$ cat src/hw/rtl/dto_pkg.sv
// Shared types, constants and table functions for the table oscillator.
package dto_pkg;

  localparam int SAMPLE_BITS = 16;
  localparam int ROM_BITS    = 6;
  localparam int FRAC_W      = 16;

  localparam int MODE_FM_BIT = 0;
  localparam int MODE_AM_BIT = 1;

  typedef enum logic [1:0] {
    CFG_AMPLITUDE  = 2'd0,
    CFG_PHASE_STEP = 2'd1,
    CFG_MOD_MODE   = 2'd2
  } cfg_reg_t;

  typedef struct packed {
    logic [ROM_BITS-1:0]  idx0;
    logic [ROM_BITS-1:0]  idx1;
    logic [FRAC_W-1:0]    frac;
    logic                 am_en;
    logic signed [15:0]   am_gain;
    logic                 block_end;
  } item_t;

  localparam logic signed [15:0] QUARTER_WAVE [17] = '{
    16'sd32767, 16'sd32610, 16'sd32138, 16'sd31357, 16'sd30274, 16'sd28899,
    16'sd27246, 16'sd25330, 16'sd23170, 16'sd20788, 16'sd18205, 16'sd15447,
    16'sd12540, 16'sd9512,  16'sd6393,  16'sd3212,  16'sd0
  };

  localparam logic signed [18:0] SAT_HI = 19'((1 << (SAMPLE_BITS - 1)) - 1);
  localparam logic signed [18:0] SAT_LO = -SAT_HI - 19'sd1;

  function automatic logic signed [15:0] rom_entry(input logic [ROM_BITS-1:0] i);
    logic [5:0]         k;
    logic signed [15:0] r;
    if (i <= 6'd16) begin
      k = i;
      r = QUARTER_WAVE[k[4:0]];
    end else if (i < 6'd32) begin
      k = 6'd32 - i;
      r = -QUARTER_WAVE[k[4:0]];
    end else if (i == 6'd32) begin
      k = 6'd0;
      r = -16'sd32767 - 16'sd1;
    end else if (i <= 6'd48) begin
      k = i - 6'd32;
      r = -QUARTER_WAVE[k[4:0]];
    end else begin
      k = 6'd0 - i;
      r = QUARTER_WAVE[k[4:0]];
    end
    return r;
  endfunction

  function automatic logic signed [15:0] sat_sample(input logic signed [18:0] v);
    logic signed [18:0] r;
    if (v > SAT_HI) begin
      r = SAT_HI;
    end else if (v < SAT_LO) begin
      r = SAT_LO;
    end else begin
      r = v;
    end
    return r[15:0];
  endfunction

endpackage

$ cat src/hw/rtl/dto_front.sv
// Front end: configuration registers, phase accumulator and table address split.
module dto_front import dto_pkg::*; #(
  parameter int TABLE_BITS = 6
) (
  input  logic               clk,
  input  logic               rst,
  input  logic               cfg_valid,
  input  logic [1:0]         cfg_index,
  input  logic [31:0]        cfg_data,
  input  logic               req_valid,
  input  logic               full,
  input  logic signed [31:0] freq_offset,
  input  logic signed [15:0] am_gain,
  input  logic               block_end,
  output logic               push,
  output item_t              item,
  output logic signed [15:0] amplitude
);

  logic [31:0]           phase_step;
  logic [1:0]            modulation_mode;
  logic [31:0]           phase;
  logic [31:0]           phase_next;
  logic [TABLE_BITS-1:0] x0;
  logic [TABLE_BITS-1:0] x1;
  logic [31:0]           x0_wide;
  logic [31:0]           x1_wide;

  always_ff @(posedge clk) begin
    if (rst) begin
      amplitude       <= '0;
      phase_step      <= '0;
      modulation_mode <= '0;
    end else if (cfg_valid) begin
      case (cfg_index)
        CFG_AMPLITUDE:  amplitude       <= cfg_data[15:0];
        CFG_PHASE_STEP: phase_step      <= cfg_data;
        CFG_MOD_MODE:   modulation_mode <= cfg_data[1:0];
        default: ;
      endcase
    end
  end

  assign push = req_valid && !full;

  assign x0      = phase[31 -: TABLE_BITS];
  assign x1      = x0 + TABLE_BITS'(1);
  assign x0_wide = 32'(x0) << ROM_BITS;
  assign x1_wide = 32'(x1) << ROM_BITS;

  always_comb begin
    item.idx0      = x0_wide[TABLE_BITS +: ROM_BITS];
    item.idx1      = x1_wide[TABLE_BITS +: ROM_BITS];
    item.frac      = phase[31-TABLE_BITS -: FRAC_W];
    item.am_en     = modulation_mode[MODE_AM_BIT];
    item.am_gain   = am_gain;
    item.block_end = block_end;
    phase_next     = phase + phase_step;
    if (modulation_mode[MODE_FM_BIT]) begin
      phase_next = phase_next + freq_offset;
    end
  end

  always_ff @(posedge clk) begin
    if (rst) begin
      phase <= '0;
    end else if (push) begin
      phase <= phase_next;
    end
  end

endmodule

$ cat src/hw/rtl/dto_queue.sv
// Four-entry queue between the front end and the arithmetic back end.
module dto_queue import dto_pkg::*; (
  input  logic  clk,
  input  logic  rst,
  input  logic  push,
  input  item_t push_item,
  input  logic  pop,
  output logic  full,
  output logic  head_valid,
  output item_t head_item
);

  localparam int DEPTH = 4;
  localparam int AW    = $clog2(DEPTH);

  item_t         mem [DEPTH];
  logic [AW-1:0] wr_ptr;
  logic [AW-1:0] rd_ptr;
  logic [AW:0]   count;

  assign full       = count == (AW+1)'(DEPTH);
  assign head_valid = count != '0;
  assign head_item  = mem[rd_ptr];

  always_ff @(posedge clk) begin
    if (push) begin
      mem[wr_ptr] <= push_item;
    end
  end

  always_ff @(posedge clk) begin
    if (rst) begin
      wr_ptr <= '0;
      rd_ptr <= '0;
      count  <= '0;
    end else begin
      if (push) begin
        wr_ptr <= wr_ptr + AW'(1);
      end
      if (pop) begin
        rd_ptr <= rd_ptr + AW'(1);
      end
      if (push && !pop) begin
        count <= count + (AW+1)'(1);
      end else if (pop && !push) begin
        count <= count - (AW+1)'(1);
      end
    end
  end

`ifndef SYNTHESIS
  a_count_bound: assert property (@(posedge clk) disable iff (rst)
    count <= (AW+1)'(DEPTH)) else $error("queue count beyond depth");
  a_pop_nonempty: assert property (@(posedge clk) disable iff (rst)
    pop |-> head_valid) else $error("pop from empty queue");
  a_push_not_full: assert property (@(posedge clk) disable iff (rst)
    push |-> !full) else $error("push into full queue");
`endif

endmodule

$ cat src/hw/rtl/dto_back.sv
// Back end: table read, interpolation, amplitude and modulation scaling.
module dto_back import dto_pkg::*; (
  input  logic               clk,
  input  logic               rst,
  input  logic               head_valid,
  input  item_t              head_item,
  input  logic signed [15:0] amplitude,
  output logic               pop,
  output logic               smp_valid,
  input  logic               smp_stall,
  output logic signed [15:0] sample,
  output logic               block_end_out
);

  logic adv;
  logic v1, v2, v3, v4, v5, v6;

  logic signed [15:0] y0_1, y1_1;
  logic [15:0]        frac_1;
  logic signed [15:0] y0_2;
  logic signed [33:0] d_2;
  logic signed [17:0] y_3;
  logic signed [33:0] p_4;
  logic signed [15:0] s_5;
  logic signed [31:0] q_6;
  logic signed [15:0] s_6;

  logic               am_en_1, am_en_2, am_en_3, am_en_4, am_en_5, am_en_6;
  logic signed [15:0] gain_1, gain_2, gain_3, gain_4, gain_5;
  logic               be_1, be_2, be_3, be_4, be_5, be_6;

  logic signed [16:0] diff;

  assign adv  = !smp_valid || !smp_stall;
  assign pop  = adv && head_valid;
  assign diff = {y1_1[15], y1_1} - {y0_1[15], y0_1};

  always_ff @(posedge clk) begin
    if (rst) begin
      v1 <= 1'b0;
      v2 <= 1'b0;
      v3 <= 1'b0;
      v4 <= 1'b0;
      v5 <= 1'b0;
      v6 <= 1'b0;
      smp_valid <= 1'b0;
    end else if (adv) begin
      v1 <= head_valid;
      v2 <= v1;
      v3 <= v2;
      v4 <= v3;
      v5 <= v4;
      v6 <= v5;
      smp_valid <= v6;
    end
  end

  always_ff @(posedge clk) begin
    if (adv) begin
      y0_1    <= rom_entry(head_item.idx0);
      y1_1    <= rom_entry(head_item.idx1);
      frac_1  <= head_item.frac;
      am_en_1 <= head_item.am_en;
      gain_1  <= head_item.am_gain;
      be_1    <= head_item.block_end;

      y0_2    <= y0_1;
      d_2     <= diff * $signed({1'b0, frac_1});
      am_en_2 <= am_en_1;
      gain_2  <= gain_1;
      be_2    <= be_1;

      y_3     <= {{2{y0_2[15]}}, y0_2} + d_2[33:16];
      am_en_3 <= am_en_2;
      gain_3  <= gain_2;
      be_3    <= be_2;

      p_4     <= y_3 * amplitude;
      am_en_4 <= am_en_3;
      gain_4  <= gain_3;
      be_4    <= be_3;

      s_5     <= sat_sample(p_4[33:15]);
      am_en_5 <= am_en_4;
      gain_5  <= gain_4;
      be_5    <= be_4;

      q_6     <= s_5 * gain_5;
      s_6     <= s_5;
      am_en_6 <= am_en_5;
      be_6    <= be_5;

      sample        <= am_en_6 ? sat_sample({{2{q_6[31]}}, q_6[31:15]}) : s_6;
      block_end_out <= be_6;
    end
  end

`ifndef SYNTHESIS
  a_hold_on_stall: assert property (@(posedge clk) disable iff (rst)
    !adv |=> $stable({v1, v2, v3, v4, v5, v6})) else $error("pipeline moved while stalled");
  a_last_to_out: assert property (@(posedge clk) disable iff (rst)
    adv && v6 |=> smp_valid) else $error("result lost at output stage");
  a_pop_enters: assert property (@(posedge clk) disable iff (rst)
    pop |=> v1) else $error("popped item not in first stage");
`endif

endmodule

$ cat src/hw/rtl/dds_table_oscillator_unit.sv
// Top level of the table oscillator: front end, queue and arithmetic back end.
//
//   channel  signals                                   direction
//   cfg      cfg_valid cfg_ready cfg_index cfg_data    in, ready out
//   req      req_valid req_stall freq_offset am_gain   in, stall out
//            block_end
//   smp      smp_valid smp_stall sample block_end_out  out, stall in
//
// One sample per cycle sustained while smp_stall is low; a request taken is written
// into the queue, then passes through the seven back-end registers (six stages
// plus the output register) before its sample shows on smp_valid.
// The phase accumulator is the only loop in the datapath and advances when a request is taken.
// rst is synchronous: clears the configuration registers, phase, queue and all valid bits.
// smp_stall freezes the back end; the queue absorbs up to four requests
// before req_stall rises. cfg_ready is always high.
module dds_table_oscillator_unit import dto_pkg::*; #(
  parameter int TABLE_BITS = 6
) (
  input  logic               clk,
  input  logic               rst,
  input  logic               cfg_valid,
  output logic               cfg_ready,
  input  logic [1:0]         cfg_index,
  input  logic [31:0]        cfg_data,
  input  logic               req_valid,
  output logic               req_stall,
  input  logic signed [31:0] freq_offset,
  input  logic signed [15:0] am_gain,
  input  logic               block_end,
  output logic               smp_valid,
  input  logic               smp_stall,
  output logic signed [15:0] sample,
  output logic               block_end_out
);

  logic               push;
  item_t              push_item;
  logic               full;
  logic               pop;
  logic               head_valid;
  item_t              head_item;
  logic signed [15:0] amplitude;

  assign cfg_ready = 1'b1;
  assign req_stall = full;

  dto_front #(
    .TABLE_BITS (TABLE_BITS)
  ) u_front (
    .clk         (clk),
    .rst         (rst),
    .cfg_valid   (cfg_valid),
    .cfg_index   (cfg_index),
    .cfg_data    (cfg_data),
    .req_valid   (req_valid),
    .full        (full),
    .freq_offset (freq_offset),
    .am_gain     (am_gain),
    .block_end   (block_end),
    .push        (push),
    .item        (push_item),
    .amplitude   (amplitude)
  );

  dto_queue u_queue (
    .clk        (clk),
    .rst        (rst),
    .push       (push),
    .push_item  (push_item),
    .pop        (pop),
    .full       (full),
    .head_valid (head_valid),
    .head_item  (head_item)
  );

  dto_back u_back (
    .clk           (clk),
    .rst           (rst),
    .head_valid    (head_valid),
    .head_item     (head_item),
    .amplitude     (amplitude),
    .pop           (pop),
    .smp_valid     (smp_valid),
    .smp_stall     (smp_stall),
    .sample        (sample),
    .block_end_out (block_end_out)
  );

endmodule
$ cat config.mk
export PLATFORM = sky130hd
export DESIGN_NAME = dds_table_oscillator_unit
export DESIGN_NICKNAME = d
export VERILOG_FILES = /design/src/hw/rtl/dto_pkg.sv /design/src/hw/rtl/dto_front.sv /design/src/hw/rtl/dto_queue.sv /design/src/hw/rtl/dto_back.sv /design/src/hw/rtl/dds_table_oscillator_unit.sv
export SDC_FILE = /design/constraint.sdc
export NUM_CORES = 2
export LEC_CHECK = 0
export BUFFER_PORTS_ARGS = -buffer_cell sky130_fd_sc_hd__buf_2
export CAP_MARGIN = 20
export CORE_UTILIZATION = 45
export CTS_CLUSTER_SIZE = 25
export DETAILED_ROUTE_END_ITERATION = 6
export GPL_ROUTABILITY_DRIVEN = 0
export MAX_ROUTING_LAYER = met4
export PLACE_DENSITY_LB_ADDON = 0.1
export SETUP_SLACK_MARGIN = 0.2
export SLEW_MARGIN = 40
export SYNTH_ARGS = -nofsm -noshare
export SYNTH_HDL_FRONTEND = slang
export SYNTH_SLANG_ARGS = --single-unit
$ cat constraint.sdc
create_clock -name clk -period 10.3 [get_ports clk]
set_input_delay 0.515 -clock clk [delete_from_list [all_inputs] [get_ports clk]]
set_output_delay 0.515 -clock clk [all_outputs]
set_load 0.02 [all_outputs]
-- Word level (Yosys, flattened, before mapping)
Memories as Yosys holds them, arrays and structs flattened. A register that Yosys moved wholly into a read port is not among the register bits.
Cells that the tools add are included.
- word-level logic and storage cells: 156
- memory bits (read-only): 4096
- bits in registers: 419
- memories kept: 9
- input bits: 88
- output and inout bits: 20
- memory bits (writable): 184
- memories (name ; depth ; width ; rd ports ; clocked after memory_dff ; write ports ; RTL line ; RTL):
    (no name shown) ; 32 ; 16 ; 1 ; 0 ; 0 ; dto_pkg.sv:43 ; r = -QUARTER_WAVE[k[4:0]];
    (no name shown) ; 32 ; 16 ; 1 ; 0 ; 0 ; dto_pkg.sv:49 ; r = -QUARTER_WAVE[k[4:0]];
    (no name shown) ; 32 ; 16 ; 1 ; 0 ; 0 ; dto_pkg.sv:52 ; r = QUARTER_WAVE[k[4:0]];
    (no name shown) ; 32 ; 16 ; 1 ; 0 ; 0 ; dto_pkg.sv:40 ; r = QUARTER_WAVE[k[4:0]];
    (no name shown) ; 32 ; 16 ; 1 ; 0 ; 0 ; dto_pkg.sv:43 ;
    (no name shown) ; 32 ; 16 ; 1 ; 0 ; 0 ; dto_pkg.sv:40 ;
    +3 memories ; -- ; -- ; -- ; -- ; -- ; -- ;
- add/subtract/negate cells: 19
- multiplexer cells: 35
- eq/ne operators: 5
- reductions and logical operators: 16
- $mul: 3
- $lt $le $gt $ge: 18
- bitwise logic cells: 8
- operator list (operator ; number):
    16-bit two-way mux ; 28
    32-bit adder ; 2
    16-bit negator ; 4
    6-bit greater-or-equal comparator (second input constant) ; 8
    5-bit inverter with 6-bit output ; 8
    17-bit by 17-bit multiplier with 34-bit output ; 1
    18-bit by 16-bit multiplier with 34-bit output ; 1
    16-bit by 16-bit multiplier with 32-bit output ; 1
    32-bit two-way mux ; 1
    1-bit by 5-bit subtractor with 5-bit output (first input constant) ; 4
    19-bit by 16-bit > comparator with 1-bit output (second input constant) ; 1
    19-bit by 16-bit < comparator with 1-bit output (second input constant) ; 1
    18-bit adder ; 1
    17-bit by 16-bit > comparator with 1-bit output (second input constant) ; 1
    17-bit by 16-bit < comparator with 1-bit output (second input constant) ; 1
    16-bit by 16-bit subtractor with 17-bit output ; 1
    6-bit equality test (second input constant) ; 2
    6-bit by 5-bit <= comparator with 1-bit output (second input constant) ; 2
    6-bit <= comparator (second input constant) ; 2
    6-bit < comparator (second input constant) ; 2
    5-bit by 1-bit subtractor with 5-bit output (second input constant) ; 2
    6-bit by 1-bit adder with 6-bit output (second input constant) ; 1
    3-bit two-way mux ; 2
    2-bit AND reduction ; 3
    other kinds (14) ; 24

-- Logic depth before layout (Yosys ltp)
- depth in word-level cells: 10
- gate-level depth with buffers: 38
- gate-level depth less buffers: 37

-- Modules after synthesis
A second synthesis with hierarchy kept.
- cells, all modules: 5695
- area, all modules: 58419.8 µm²
- by module, submodules not included (module ; instances ; area each (µm²) ; seq. area each (µm²) ; cells an instance):
    dto_back ; 1 ; 44639.1 ; 8458.1 ; 4555
    dto_queue ; 1 ; 7130.6 ; 5705.5 ; 284
    dto_front ; 1 ; 6638.9 ; 1641.6 ; 854
    dds_table_oscillator_unit ; 1 ; 11.3 ; 0.0 ; 2

-- Worst setup path before layout
OpenSTA, ideal clock, no wires.
- path kind: input to register
- start point: in smp_stall
- end point: reg u_queue.count[2]
- setup time: 0.070 ns
- data required time: 10.230 ns
- buffers on the path: 1
- setup slack: 1.282 ns
- data arrival time: 8.948 ns
- stages on the path: 9
- cells stage by stage: clkbuf_1 -> nand2_1 -> o31ai_1 -> ha_1 -> inv_1 -> fa_1 -> xor2_1 -> or3_1 -> a21oi_1
- cells in the longest elaborated chain, start to end: 6
- elaborated cells between the ends (all ways): 8
- those cells by class: 1 x mux; 7 x reduce/logical
- ends and longest elaborated chain (what ; RTL line ; RTL):
    start: declaration ; dds_table_oscillator_unit.sv:31 ; input logic smp_stall,
    1-bit logical NOT (*) ; dto_back.sv:34 ; assign adv = !smp_valid || !smp_stall;
    1-bit logical OR (*) ; dto_back.sv:34 ;
    net u_back.adv ; dto_back.sv:15 ; logic adv;
    1-bit logical AND (*) ; dto_back.sv:35 ; assign pop = adv && head_valid;
    1-bit logical NOT ; dto_queue.sv:43 ; if (push && !pop) begin
    1-bit logical AND ; dto_queue.sv:43 ;
    3-bit two-way mux or 2-bit nonzero test (tied branches) ; -- ;
    end signal: assignment ; dto_queue.sv:44 ; count <= count + (AW+1)'(1);
    end signal: assignment ; dto_queue.sv:46 ; count <= count - (AW+1)'(1);
    end: declaration ; dto_queue.sv:19 ; logic [AW:0] count;
Mark *: on every way through the listed nets, which the timed path passes. The rest lies on a longest branch.
A chain may end at the register's enable or synchronous reset.

-- Worst setup path after layout
- start point: reg u_back.y1_1[0]
- end point: reg u_back.d_2[33], data pin
- cells in the longest elaborated chain, start to end: 2
- ends and longest elaborated chain (what ; RTL line ; RTL):
    start: declaration ; dto_back.sv:18 ; logic signed [15:0] y0_1, y1_1;
    start signal: assignment ; dto_back.sv:61 ; y1_1 <= rom_entry(head_item.idx1);
    16-bit by 16-bit subtractor with 17-bit output ; dto_back.sv:36 ; assign diff = {y1_1[15], y1_1} - {y0_1[15], y0_1};
    17-bit by 17-bit multiplier with 34-bit output ; dto_back.sv:68 ; d_2 <= diff * $signed({1'b0, frac_1});
    end signal: assignment ; dto_back.sv:68 ;
    end: declaration ; dto_back.sv:21 ; logic signed [33:0] d_2;
No other way between the ends.

==> flow_summary_export.csv <==
group,metric,value,unit
grt,grtUsageTotal,23.3,%
synth,ys_seq_elements,559,
sta,relSlewSlack,38.0,%
detailed_routing,dr.pass1.iters,5,
detailed_routing,vias_per_cell,5.26,
floorplan,row_count,131,
clock_tree,cts_resized,0,
worst_setup_path,crit_family,"adder cells",
cells_and_area,fin_nets,6964,
grt,grt_overflow,0,
grt,antenna_found_initial,8,
detailed_routing,wirelength,142,mm
grt,first_global_vias,41400,
clock_tree,clock_path_buffers,3,
synth,ys.flop_type,"edfxtp_1",
synth,ys_top_cells_by_area,"fa_1, edfxtp_1, ha_1",
sta,fin_skew,0.0334,ns
floorplan,die_area,130000,um^2
grt,grt_pass1_wl,232,mm
floorplan,start_util,45.3,%
clock_tree,clock-sinks,559,
synth,synthXorXnorAreaFrac,2.98,%
worst_setup_path,cp.required,10.71,ns
placement,dp_hpwl,110,mm
run,max_cap_violations,0,
synth,yosysSeqAreaShare,27.3,%
cells_and_area,fill_cells,11800,
sta,fin_crit_sh,87.0,%
floorplan,die_h,360,um
sta,tns,0,ns
detailed_routing,wl_per_cell,19.2,um
clock_tree,clkLatencyLatePin,0.69,ns
grt,grt_max_degree,104,
sta,tightest_slew,0.929,ns
synth,synth_top_family_by_area,"adder cells",
sta,hold_viol_final,0,
synth,syn_area,57800,um^2
worst_setup_path,end_kind,"flop",
detailed_routing,drt-initial-drc-count,2639,
synth,yosys.area_share.simple,12.9,%
worst_setup_path,critPathMaxFanout,16,
worst_setup_path,start_kind,"flop",
clock_tree,post_cts.repair.setup_buffers,0,
clock_tree,cts_tree,"built",
sta,hold_ws,0.0668,ns
floorplan,ios,108,
synth,synth_edf_count,461,
detailed_routing,remaining_drc_errors,0,
sta,timing.final.crit_period,8.96,ns
sta,rsz0062_at_grt,"false",
synth,synth-compound-area-share,8.45,%
synth,synthMuxAreaShare,3.13,%
synth,synthAdderAreaFrac,36.9,%
synth,synth.distinct_cells,102,
clock_tree,cts_buffers,68,
synth,yosysWarnings,0,
worst_setup_path,crit_type,"flop to flop",
placement,io_buffers,106,
synth,synth_nets,6957,
detailed_routing,drtAntennaViolNets,0,
synth,yosys.area.top_type,"fa_1",
clock_tree,ctsHoldBuffers,7,
synth,synthArstFlopShare,0,%
worst_setup_path,crit_slowest_cell,"o311ai_0",
cells_and_area,final_common_cell,"inv_1",
worst_setup_path,worstPathArrival,9.37,ns
run_status,status,"finished, final reports clean",
synth,postSynthAreaPerCell,10.2,um^2
clock_tree,htree_levels,3,
hold_path,hp-class,"primary input to flop",
floorplan,dieWidth,360,um
placement,postPlaceCellArea,60200,um^2
clock_tree,cts-root-buf,"clkbuf_16",
floorplan,core,128000,um^2
cells_and_area,syn_to_final_growth,8.08,%
worst_setup_path,path_buf_inv,7,
cells_and_area,fin_area,62500,um^2
clock_tree,clk_pin_slew,0.06,ns
synth,synthCells,5674,
detailed_routing,routed-via-count,38900,
worst_setup_path,critPathMaxStageDelay,0.61,ns
synth,synth_top_area_share,28.6,%
cells_and_area,utilization,49.0,%
sta,fmax,0.112,GHz
cells_and_area,drive_above_1_share,7.17,%
sta,setup_viol,0,
worst_setup_path,cp_common_cell,"fa_1",
cells_and_area,final_cell_mix,"inv_1, fa_1, nand2_1",
sta,drv_slew,0,
metal layers:
metal | GRT usage [%] | share of wire [%] | up-vias
met5 | - | 0 | -
met4 | 5.95 | 2.5 | 0
met3 | 3.25 | 4.6 | 185
met2 | 37.8 | 47 | 836
met1 | 30.8 | 46 | 19500
li1 | - | - | 18400
worst paths after layout:
path / endpoint / cells after the start / from / slack [ns]
setup reg to reg: u_back.d_2[33]$_DFFE_PP_ / 38 / u_back.y1_1[0]$_DFFE_PP_ / 1.34
hold / removal: u_queue.mem[2][2]$_DFFE_PP_ / 1 / am_gain[1] / 0.07
hold reg to reg: u_back.gain_4[13]$_DFFE_PP_ / 0 / u_back.gain_3[13]$_DFFE_PP_ / 0.42
setup / recovery: u_back.d_2[33]$_DFFE_PP_ / 38 / u_back.y1_1[0]$_DFFE_PP_ / 1.34
synthesized netlist by cell type (14+ instances only):
library cell     n
and3_1          25
o21a_1          39
buf_1           22
xnor2_1        145
edfxtp_1       461
clkbuf_1       216
xor2_1          48
nor3b_1         20
nor2b_1         34
nor3_1          55
nand2b_1        70
a211oi_1        48
and2_1         340
fa_1           826
a21o_1          46
nand3_1         54
inv_1         1004
mux4_2          42
dfxtp_1         98
o211ai_1        16
mux2_2          29
o21bai_1        23
a21oi_1        218
maj3_1          17
nand2_1        720
o31ai_1         14
nor2_1         193
o21ai_0        137
a31oi_1         38
mux2i_1         51
ha_1           369
o221ai_1        23
o22ai_1         23
cell type report:
cell class              count  area (um^2)  area share (%)
repair buffers            192         1290            2.07
clock buffers              86         1820            2.91
flip-flops and latches    559        15800            25.3
inverters                1009         3790            6.06
clock inverters            37          395           0.633
diodes                      8         20.0          0.0320
multi-input cells        3851        37300            59.7
well taps                1662         2080            3.33
registers in the layout, indices dropped and copies added (netlist names), 17 cells and up, named ones only:
name / count
u_back.d_2: 18
u_front.phase: 32
u_back.q_6: 17
u_back.p_4: 19
u_front.phase_step: 32
u_queue.mem: 184
u_back.y_3: 18
stage by stage:
stage                     setup WS (ns)  instances
after floorplan                    1.28       5674
after global placement             1.32       7249
after detailed placement           1.33       7265
after CTS                          1.26       7395
after global routing              0.786       7403
final                              1.34       7404
logic make-up (layout without fill, tap and decap cells):
group / Yosys count / after routing
muxes: 124 / 124
and+or+nand+nor: 1563 / 1563
DFF: 559 / 559
AOI/OAI and AO/OA: 756 / 756
other: 1 / 9
adders and majority gates: 1212 / 1212
xor gates and xnor gates: 195 / 195
buffers and inverters: 1264 / 1324
Power is not shown: default switching activity piles up to over one toggle a cycle in this logic, so the estimate is an artifact.
